`src/hw/rtl/hotp_pkg.sv`:
```
// Shared types, constants and helpers for the HMAC-SHA1 one-time code generator.
// No dependencies.
package hotp_pkg;

    localparam int KeyBytes = 32;
    localparam int KeyLenW  = 6;

    localparam logic [7:0]  IPAD    = 8'h36;
    localparam logic [7:0]  OPAD    = 8'h5c;
    localparam logic [19:0] CODE_MOD = 20'd1000000;
    // ceil(2^39 / 15625): exact quotient by 15625 for inputs below 2^25
    localparam logic [25:0] CODE_RECIP = 26'd35184373;

    localparam logic [2:0] CFG_KEY0 = 3'd0;
    localparam logic [2:0] CFG_KEY1 = 3'd1;
    localparam logic [2:0] CFG_KEY2 = 3'd2;
    localparam logic [2:0] CFG_KEY3 = 3'd3;
    localparam logic [2:0] CFG_KLEN = 3'd4;

    localparam logic [159:0] SHA_INIT =
        160'h67452301_EFCDAB89_98BADCFE_10325476_C3D2E1F0;

    typedef enum logic [2:0] {
        ST_IDLE,
        ST_LOAD,
        ST_ROUND,
        ST_SUB,
        ST_MOD,
        ST_DONE
    } state_t;

    // Compression request: start strobe, message block and input hash
    typedef struct packed {
        logic         start;
        logic [511:0] block;
        logic [159:0] hin;
    } sha_req_t;

    typedef struct packed {
        logic         done;
        logic [159:0] hout;
    } sha_rsp_t;

    function automatic logic [31:0] rotl(input logic [31:0] x, input int n);
        rotl = (x << n) | (x >> (32 - n));
    endfunction

endpackage

```
`src/hw/rtl/hmac_sha1_otp_generator.sv`:
```
// Top level: HMAC-SHA1 sequencer, dynamic truncation and modulo 1000000.
// Depends on hotp_pkg and hotp_sha1_core.
//
// channel   direction  fields (low bit up)
// s_axis    in         tdata[63:0] step_counter
// m_axis    out        tdata[19:0] otp_code, tdata[50:20] truncated_value
// cfg       in         cfg_index selects key_word_0..3, key_length
//
// An item takes 4 compressions (load, 80 rounds, digest add) and 2 modulo steps;
// a new step_counter is accepted only after the result has been taken.
// One round unit is shared by all compressions; the modulo uses a reciprocal multiply and a subtract.
// Reset clears keys and sets key_length to 20. A result holds until m_axis_tready.
// s_axis_tready is high only while idle.
module hmac_sha1_otp_generator
    import hotp_pkg::*;
(
    input  logic        clk,
    input  logic        rst_n,
    input  logic        s_axis_tvalid,
    output logic        s_axis_tready,
    input  logic [63:0] s_axis_tdata,   // step_counter
    output logic        m_axis_tvalid,
    input  logic        m_axis_tready,
    output logic [55:0] m_axis_tdata,   // otp_code, truncated_value, zero fill
    input  logic        cfg_we,
    input  logic [2:0]  cfg_index,
    input  logic [63:0] cfg_data
);

    logic [255:0]         key_reg;
    logic [KeyLenW-1:0]   klen_reg;
    state_t               state_reg, state_next;
    logic [1:0]           pass_reg, pass_next;
    logic [63:0]          ctr_reg, ctr_next;
    logic [159:0]         h_reg, h_next;
    logic [159:0]         ih_reg, ih_next;
    logic [30:0]          val_reg, val_next;
    logic [50:0]          prod_reg, prod_next;
    logic [19:0]          code_reg, code_next;
    logic [511:0]         k0, kblk, blk;
    logic [KeyLenW-1:0]   len;
    sha_req_t             req;
    sha_rsp_t             rsp;
    logic [159:0]         mac;
    logic [3:0]           off;
    logic [31:0]          word;
    logic [31:0]          qm, diff;

    hotp_sha1_core u_core (.clk(clk), .rst_n(rst_n), .req(req), .rsp(rsp));

    always_comb
    begin
        len = (klen_reg > 6'd32) ? 6'd32 : klen_reg;
        k0  = '0;
        for (int i = 0; i < KeyBytes; i++)
        begin
            if (i < len)
                k0[511 - 8 * i -: 8] = key_reg[255 - 8 * i -: 8];
        end
        kblk = k0 ^ {64{pass_reg[1] ? OPAD : IPAD}};
        case (pass_reg)
            2'd0, 2'd2: blk = kblk;
            2'd1:       blk = {ctr_reg, 8'h80, 376'd0, 64'd576};
            default:    blk = {ih_reg, 8'h80, 280'd0, 64'd672};
        endcase
        mac  = rsp.hout;
        off  = mac[3:0];
        word = mac[159 - 8 * off -: 32];
        qm   = {20'd0, prod_reg[50:39]} * {12'd0, CODE_MOD};
        diff = {1'b0, val_reg} - qm;
    end

    always_comb
    begin
        state_next = state_reg;
        pass_next  = pass_reg;
        ctr_next   = ctr_reg;
        h_next     = h_reg;
        ih_next    = ih_reg;
        val_next   = val_reg;
        prod_next  = prod_reg;
        code_next  = code_reg;
        req.start  = 1'b0;
        req.block  = blk;
        req.hin    = (pass_reg[0]) ? h_reg : SHA_INIT;
        case (state_reg)
            ST_IDLE:
            begin
                if (s_axis_tvalid)
                begin
                    ctr_next   = s_axis_tdata;
                    pass_next  = 2'd0;
                    state_next = ST_LOAD;
                end
            end
            ST_LOAD:
            begin
                req.start  = 1'b1;
                state_next = ST_ROUND;
            end
            ST_ROUND:
            begin
                if (rsp.done)
                begin
                    h_next = rsp.hout;
                    if (pass_reg == 2'd1)
                        ih_next = rsp.hout;
                    if (pass_reg == 2'd3)
                    begin
                        val_next   = word[30:0];
                        state_next = ST_MOD;
                    end
                    else
                    begin
                        pass_next  = pass_reg + 2'd1;
                        state_next = ST_LOAD;
                    end
                end
            end
            ST_MOD:
            begin
                prod_next  = {26'd0, val_reg[30:6]} * {25'd0, CODE_RECIP};
                state_next = ST_SUB;
            end
            ST_SUB:
            begin
                code_next  = diff[19:0];
                state_next = ST_DONE;
            end
            ST_DONE:
            begin
                if (m_axis_tready)
                    state_next = ST_IDLE;
            end
            default: state_next = ST_IDLE;
        endcase
    end

    always_ff @(posedge clk or negedge rst_n)
    begin
        if (!rst_n)
        begin
            state_reg <= ST_IDLE;
            pass_reg  <= '0;
            key_reg   <= '0;
            klen_reg  <= 6'd20;
        end
        else
        begin
            state_reg <= state_next;
            pass_reg  <= pass_next;
            if (cfg_we)
            begin
                case (cfg_index)
                    CFG_KEY0: key_reg[255:192] <= cfg_data;
                    CFG_KEY1: key_reg[191:128] <= cfg_data;
                    CFG_KEY2: key_reg[127:64]  <= cfg_data;
                    CFG_KEY3: key_reg[63:0]    <= cfg_data;
                    CFG_KLEN: klen_reg         <= cfg_data[5:0];
                    default: ;
                endcase
            end
        end
    end

    always_ff @(posedge clk)
    begin
        ctr_reg  <= ctr_next;
        h_reg    <= h_next;
        ih_reg   <= ih_next;
        val_reg  <= val_next;
        prod_reg <= prod_next;
        code_reg <= code_next;
    end

    assign s_axis_tready = (state_reg == ST_IDLE);
    assign m_axis_tvalid = (state_reg == ST_DONE);
    assign m_axis_tdata  = {5'd0, val_reg, code_reg};

    a_excl: assert property (@(posedge clk) disable iff (!rst_n)
        !(s_axis_tready && m_axis_tvalid)) else $error("ready while result pending");
    a_rem: assert property (@(posedge clk) disable iff (!rst_n)
        m_axis_tvalid |-> code_reg < CODE_MOD) else $error("code out of range");
    a_hold: assert property (@(posedge clk) disable iff (!rst_n)
        (m_axis_tvalid && !m_axis_tready) |=> m_axis_tvalid) else $error("result dropped");

endmodule

```
`src/hw/rtl/hotp_sha1_core.sv`:
```
// One SHA-1 compression, one round per cycle over a 16-word schedule window.
// Depends on hotp_pkg.
module hotp_sha1_core
    import hotp_pkg::*;
(
    input  logic     clk,
    input  logic     rst_n,
    input  sha_req_t req,
    output sha_rsp_t rsp
);

    logic [511:0] w_reg, w_next;
    logic [159:0] h_reg, h_next;
    logic [31:0]  a_reg, b_reg, c_reg, d_reg, e_reg;
    logic [31:0]  a_next, b_next, c_next, d_next, e_next;
    logic [6:0]   rnd_reg, rnd_next;
    logic         busy_reg, busy_next;
    logic         done_reg, done_next;
    logic [31:0]  f, k, wi, wn;

    always_comb
    begin
        wi = w_reg[511:480];
        if (rnd_reg < 7'd20)
        begin
            f = (b_reg & c_reg) | (~b_reg & d_reg);
            k = 32'h5A827999;
        end
        else if (rnd_reg < 7'd40)
        begin
            f = b_reg ^ c_reg ^ d_reg;
            k = 32'h6ED9EBA1;
        end
        else if (rnd_reg < 7'd60)
        begin
            f = (b_reg & c_reg) | (b_reg & d_reg) | (c_reg & d_reg);
            k = 32'h8F1BBCDC;
        end
        else
        begin
            f = b_reg ^ c_reg ^ d_reg;
            k = 32'hCA62C1D6;
        end
        wn = rotl(w_reg[95:64] ^ w_reg[255:224] ^ w_reg[447:416] ^ w_reg[511:480], 1);

        w_next    = w_reg;
        h_next    = h_reg;
        a_next    = a_reg;
        b_next    = b_reg;
        c_next    = c_reg;
        d_next    = d_reg;
        e_next    = e_reg;
        rnd_next  = rnd_reg;
        busy_next = busy_reg;
        done_next = 1'b0;
        if (req.start)
        begin
            w_next    = req.block;
            h_next    = req.hin;
            {a_next, b_next, c_next, d_next, e_next} = req.hin;
            rnd_next  = '0;
            busy_next = 1'b1;
        end
        else if (busy_reg)
        begin
            a_next   = rotl(a_reg, 5) + f + e_reg + k + wi;
            b_next   = a_reg;
            c_next   = rotl(b_reg, 30);
            d_next   = c_reg;
            e_next   = d_reg;
            w_next   = {w_reg[479:0], wn};
            rnd_next = rnd_reg + 7'd1;
            if (rnd_reg == 7'd79)
            begin
                busy_next = 1'b0;
                done_next = 1'b1;
            end
        end
    end

    always_ff @(posedge clk or negedge rst_n)
    begin
        if (!rst_n)
        begin
            busy_reg <= 1'b0;
            done_reg <= 1'b0;
            rnd_reg  <= '0;
        end
        else
        begin
            busy_reg <= busy_next;
            done_reg <= done_next;
            rnd_reg  <= rnd_next;
        end
    end

    always_ff @(posedge clk)
    begin
        w_reg <= w_next;
        h_reg <= h_next;
        a_reg <= a_next;
        b_reg <= b_next;
        c_reg <= c_next;
        d_reg <= d_next;
        e_reg <= e_next;
    end

    assign rsp.done = done_reg;
    assign rsp.hout = {h_reg[159:128] + a_reg, h_reg[127:96] + b_reg,
                       h_reg[95:64] + c_reg, h_reg[63:32] + d_reg, h_reg[31:0] + e_reg};

    a_busy_done: assert property (@(posedge clk) disable iff (!rst_n)
        done_reg |-> !busy_reg) else $error("done while busy");
    a_rnd_idle: assert property (@(posedge clk) disable iff (!rst_n)
        (!busy_reg && !req.start) |=> !busy_reg) else $error("spurious start");
    a_done_end: assert property (@(posedge clk) disable iff (!rst_n)
        done_reg |-> $past(rnd_reg) == 7'd79) else $error("early done");

endmodule
```
`config.mk`:
```
export PLATFORM = sky130hd
export DESIGN_NAME = hmac_sha1_otp_generator
export DESIGN_NICKNAME = d
export VERILOG_FILES = /design/src/hw/rtl/hotp_pkg.sv /design/src/hw/rtl/hmac_sha1_otp_generator.sv /design/src/hw/rtl/hotp_sha1_core.sv
export SDC_FILE = /design/constraint.sdc
export NUM_CORES = 2
export LEC_CHECK = 0
export BUFFER_PORTS_ARGS = -buffer_cell sky130_fd_sc_hd__buf_2
export CAP_MARGIN = 30
export CELL_PAD_IN_SITES_DETAIL_PLACEMENT = 1
export CELL_PAD_IN_SITES_GLOBAL_PLACEMENT = 1
export CORE_MARGIN = 5
export CORE_UTILIZATION = 52
export DETAILED_ROUTE_END_ITERATION = 7
export PLACE_DENSITY_LB_ADDON = 0.08
export RECOVER_POWER = 25
export SKIP_LAST_GASP = 1
export SLEW_MARGIN = 5
export SYNTH_ARGS = -nofsm -noshare
export SYNTH_HDL_FRONTEND = slang
export SYNTH_SLANG_ARGS = --single-unit
```
`constraint.sdc`:
```
create_clock -name clk -period 21 [get_ports clk]
set_input_delay 4.2 -clock clk [delete_from_list [all_inputs] [get_ports clk]]
set_output_delay 4.2 -clock clk [all_outputs]
set_load 0.01 [all_outputs]
```
==> results.tsv <==
stage	metric	value	unit
outcome	status	complete, but fails checks	
outcome	violations	max-capacitance violations, max-slew violations	
drt	routed_via_density	6.62	
die	core_area	176000	sq um
die	boundaryPins	194	
sta	fmax	0.0740	GHz
synthesis	synthCells	7941	
final_layout	largest_reg_flops	512	
synthesis	synth_top_cell_area_share	0.417	
sta	fin_hold_ws	0.451	ns
die	floorplan.initialDensity	0.522	
drt	drt_wl_total	385000	microns
sta	setup_viol	0	
cts	cts_hold_buf	0	
global_routing	overflow	0	
setup_path	crit_path_max_fanout	227	
synthesis	syn_area	92000	sq um
die	row_count	154	
synthesis	yosys_warnings	0	
drt	wire_per_inst	36.2	microns
final_layout	ff_latch_area	45300	sq um
global_routing	grt_max_degree	228	
setup_path	crit_path_end_kind	flop	
place	io_buffers	188	
setup_path	cpMaxStageDelayCell	clkbuf_1	
synthesis	yosysMostFrequentCell	edfxtp_1	
cts	cts_tree	built	
drt	detail_route.first_pass.iterations	6	
synthesis	synth_seq_cells	1555	
die	dieWidth	431	microns
setup_path	worst-setup-path-type	flop to flop	
setup_path	critPathMaxStageDelay	6.79	ns
sta	fin_skew	0.0665	ns
cts	clock_latency	0.85	ns
drt	drt_iter0_drc	8915	
synthesis	syn_area_per_cell	11.6	sq um
global_routing	grt_pass1_wl	538000	microns
synthesis	ys_types	118	
synthesis	synth_largest_area_cell	edfxtp_1	
die	die_h	431	microns
synthesis	yosys-top-cells-area	edfxtp_1, fa_1, dfrtp_1	
global_routing	grt_pass1_vias	71372	
drt	ant_nets	0	
final_layout	nFillCells	18063	
final_layout	layout.nets	9097	
sta	drv_slew	1415	
synthesis	ys_seq_area_frac	0.493	
cts	cts.htree.levels	4	
place	gp_congestion	1.08	
setup_path	startpoint_type	flop	
sta	tns	0	ns
cts	cts.sinks	1555	
cts	clkTransAtPathRegs	0.07	ns
cts	cts_max_path_buffers	3	
setup_path	crit_required	21.59	ns
die	die_area	185000	sq um
sta	maxSlewHeadroom	-5.67	
global_routing	globalRouteTotalUtil	0.407	
place	hpwl	291000	microns
drt	drcViolationCount	0	
job	cap_violations	27	
synthesis	ys.flop_type	edfxtp_1	
synthesis	synthArstFlopShare	0.177	
final_layout	area_growth_syn_to_layout	10.7	%
setup_path	path_cells	nor2b_1 -> nand2_4 -> clkbuf_1 -> inv_8 -> nand2_4 -> buf_4 -> buf_4 -> nor2_1 -> a221o_1	
synthesis	synthTopCellsByCount	edfxtp_1, nand2_1, inv_1	
setup_path	arrival	14.10	ns
sta	tightest_slew	10.00	ns
cts	cts-buffers-inserted	171	
cts	cts_setup_buffers	0	
cts	cts_resized	0	
cts	cts_root_buf	clkbuf_16	
drt	vias	70375	
global_routing	antenna_found_initial	53	
final_layout	drive_gt1_frac	0.132	
sta	rsz0062_at_grt	false	
sta	hold_viol	0	
synthesis	synth_edf_count	1279	
final_layout	multi_input_area	43200	sq um
sta	min_period_over_period	0.644	
worst_hold_path	min_path_type	flop to flop	
sta	fin_crit	13.51	ns
## cell usage in the layout (no fill, tap or decap), types with 74 or more instances in the layout
cell type  instances
a211oi_1          88
a21o_1           233
a21oi_1          408
and2_0           116
and3_1            74
buf_2            192
buf_4            136
clkbuf_1         106
clkbuf_16        174
dfrtp_1          273
edfxtp_1        1279
fa_1             362
ha_1             489
inv_1            575
mux2_2           340
mux2i_1           77
nand2_1          916
nand2b_1         113
nand3_1           93
nor2_1           314
o21ai_0          362
xnor2_1          287
xor2_1           102
## final cells by class
cell class                 count  area share
clock buffer                 242      0.0467
antenna                       35    0.000860
tap                         2340      0.0288
inverter                     581      0.0215
multi-input combinational   5404       0.424
sequential                  1555       0.445
clock inverter                81     0.00892
timing repair buffer         396      0.0239
## stage by stage
step | setup WS [ns] | cell area, sq um | utilization | cells
floorplan | 3.13 | 92000 | - | 7945
global placement | 12.63 | 96100 | 0.546 | 10241
detailed placement | 12.64 | 96400 | 0.547 | 10267
CTS | 12.54 | 102000 | 0.580 | 10590
global route | 6.37 | 102000 | 0.578 | 10607
finish | 7.49 | 102000 | 0.578 | 10634
## critical path: cells and delay by family, from the launching register on
family | cells | cell delay (ns)
flip-flops | 1 | 0.50
AND/OR/NAND/NOR | 4 | 2.02
AO/OA/AOI/OAI | 1 | 0.37
buffers and inverters | 4 | 10.15
## final timing paths
check	end	slack [ns]	startpoint	cells past startpoint
max	u_core.w_reg[407]	7.49	state_reg[0]	9
min	code_reg[2]	0.45	val_reg[2]	0
max reg2reg	u_core.w_reg[407]	7.49	state_reg[0]	9
min reg2reg	code_reg[2]	0.45	val_reg[2]	0
max in group asynchronous	pass_reg[1]	15.68	rst_n	2
min in group asynchronous	key_reg[53]	3.46	rst_n	1
## logic make-up after synthesis
kind of cell	share of synthesized area
AOI/OAI and AO/OA	0.132
DFF	0.493
adders and majority gates	0.145
muxes	0.0526
other	0.0000408
buffers and inverters	0.0410
and+or+nand+nor	0.0963
xor gates and xnor gates	0.0406
## metal layers
layer,track usage,vias up,share of wire
met2,0.606,3881,0.44
met5,0,-,0.00059
met1,0.539,36498,0.39
met4,0.255,16,0.078
met3,0.0950,1030,0.098
li1,-,28950,-
Power is left out: the tool's default activity adds up to more than one toggle a clock period on the data nets, which glitch-free logic cannot reach.
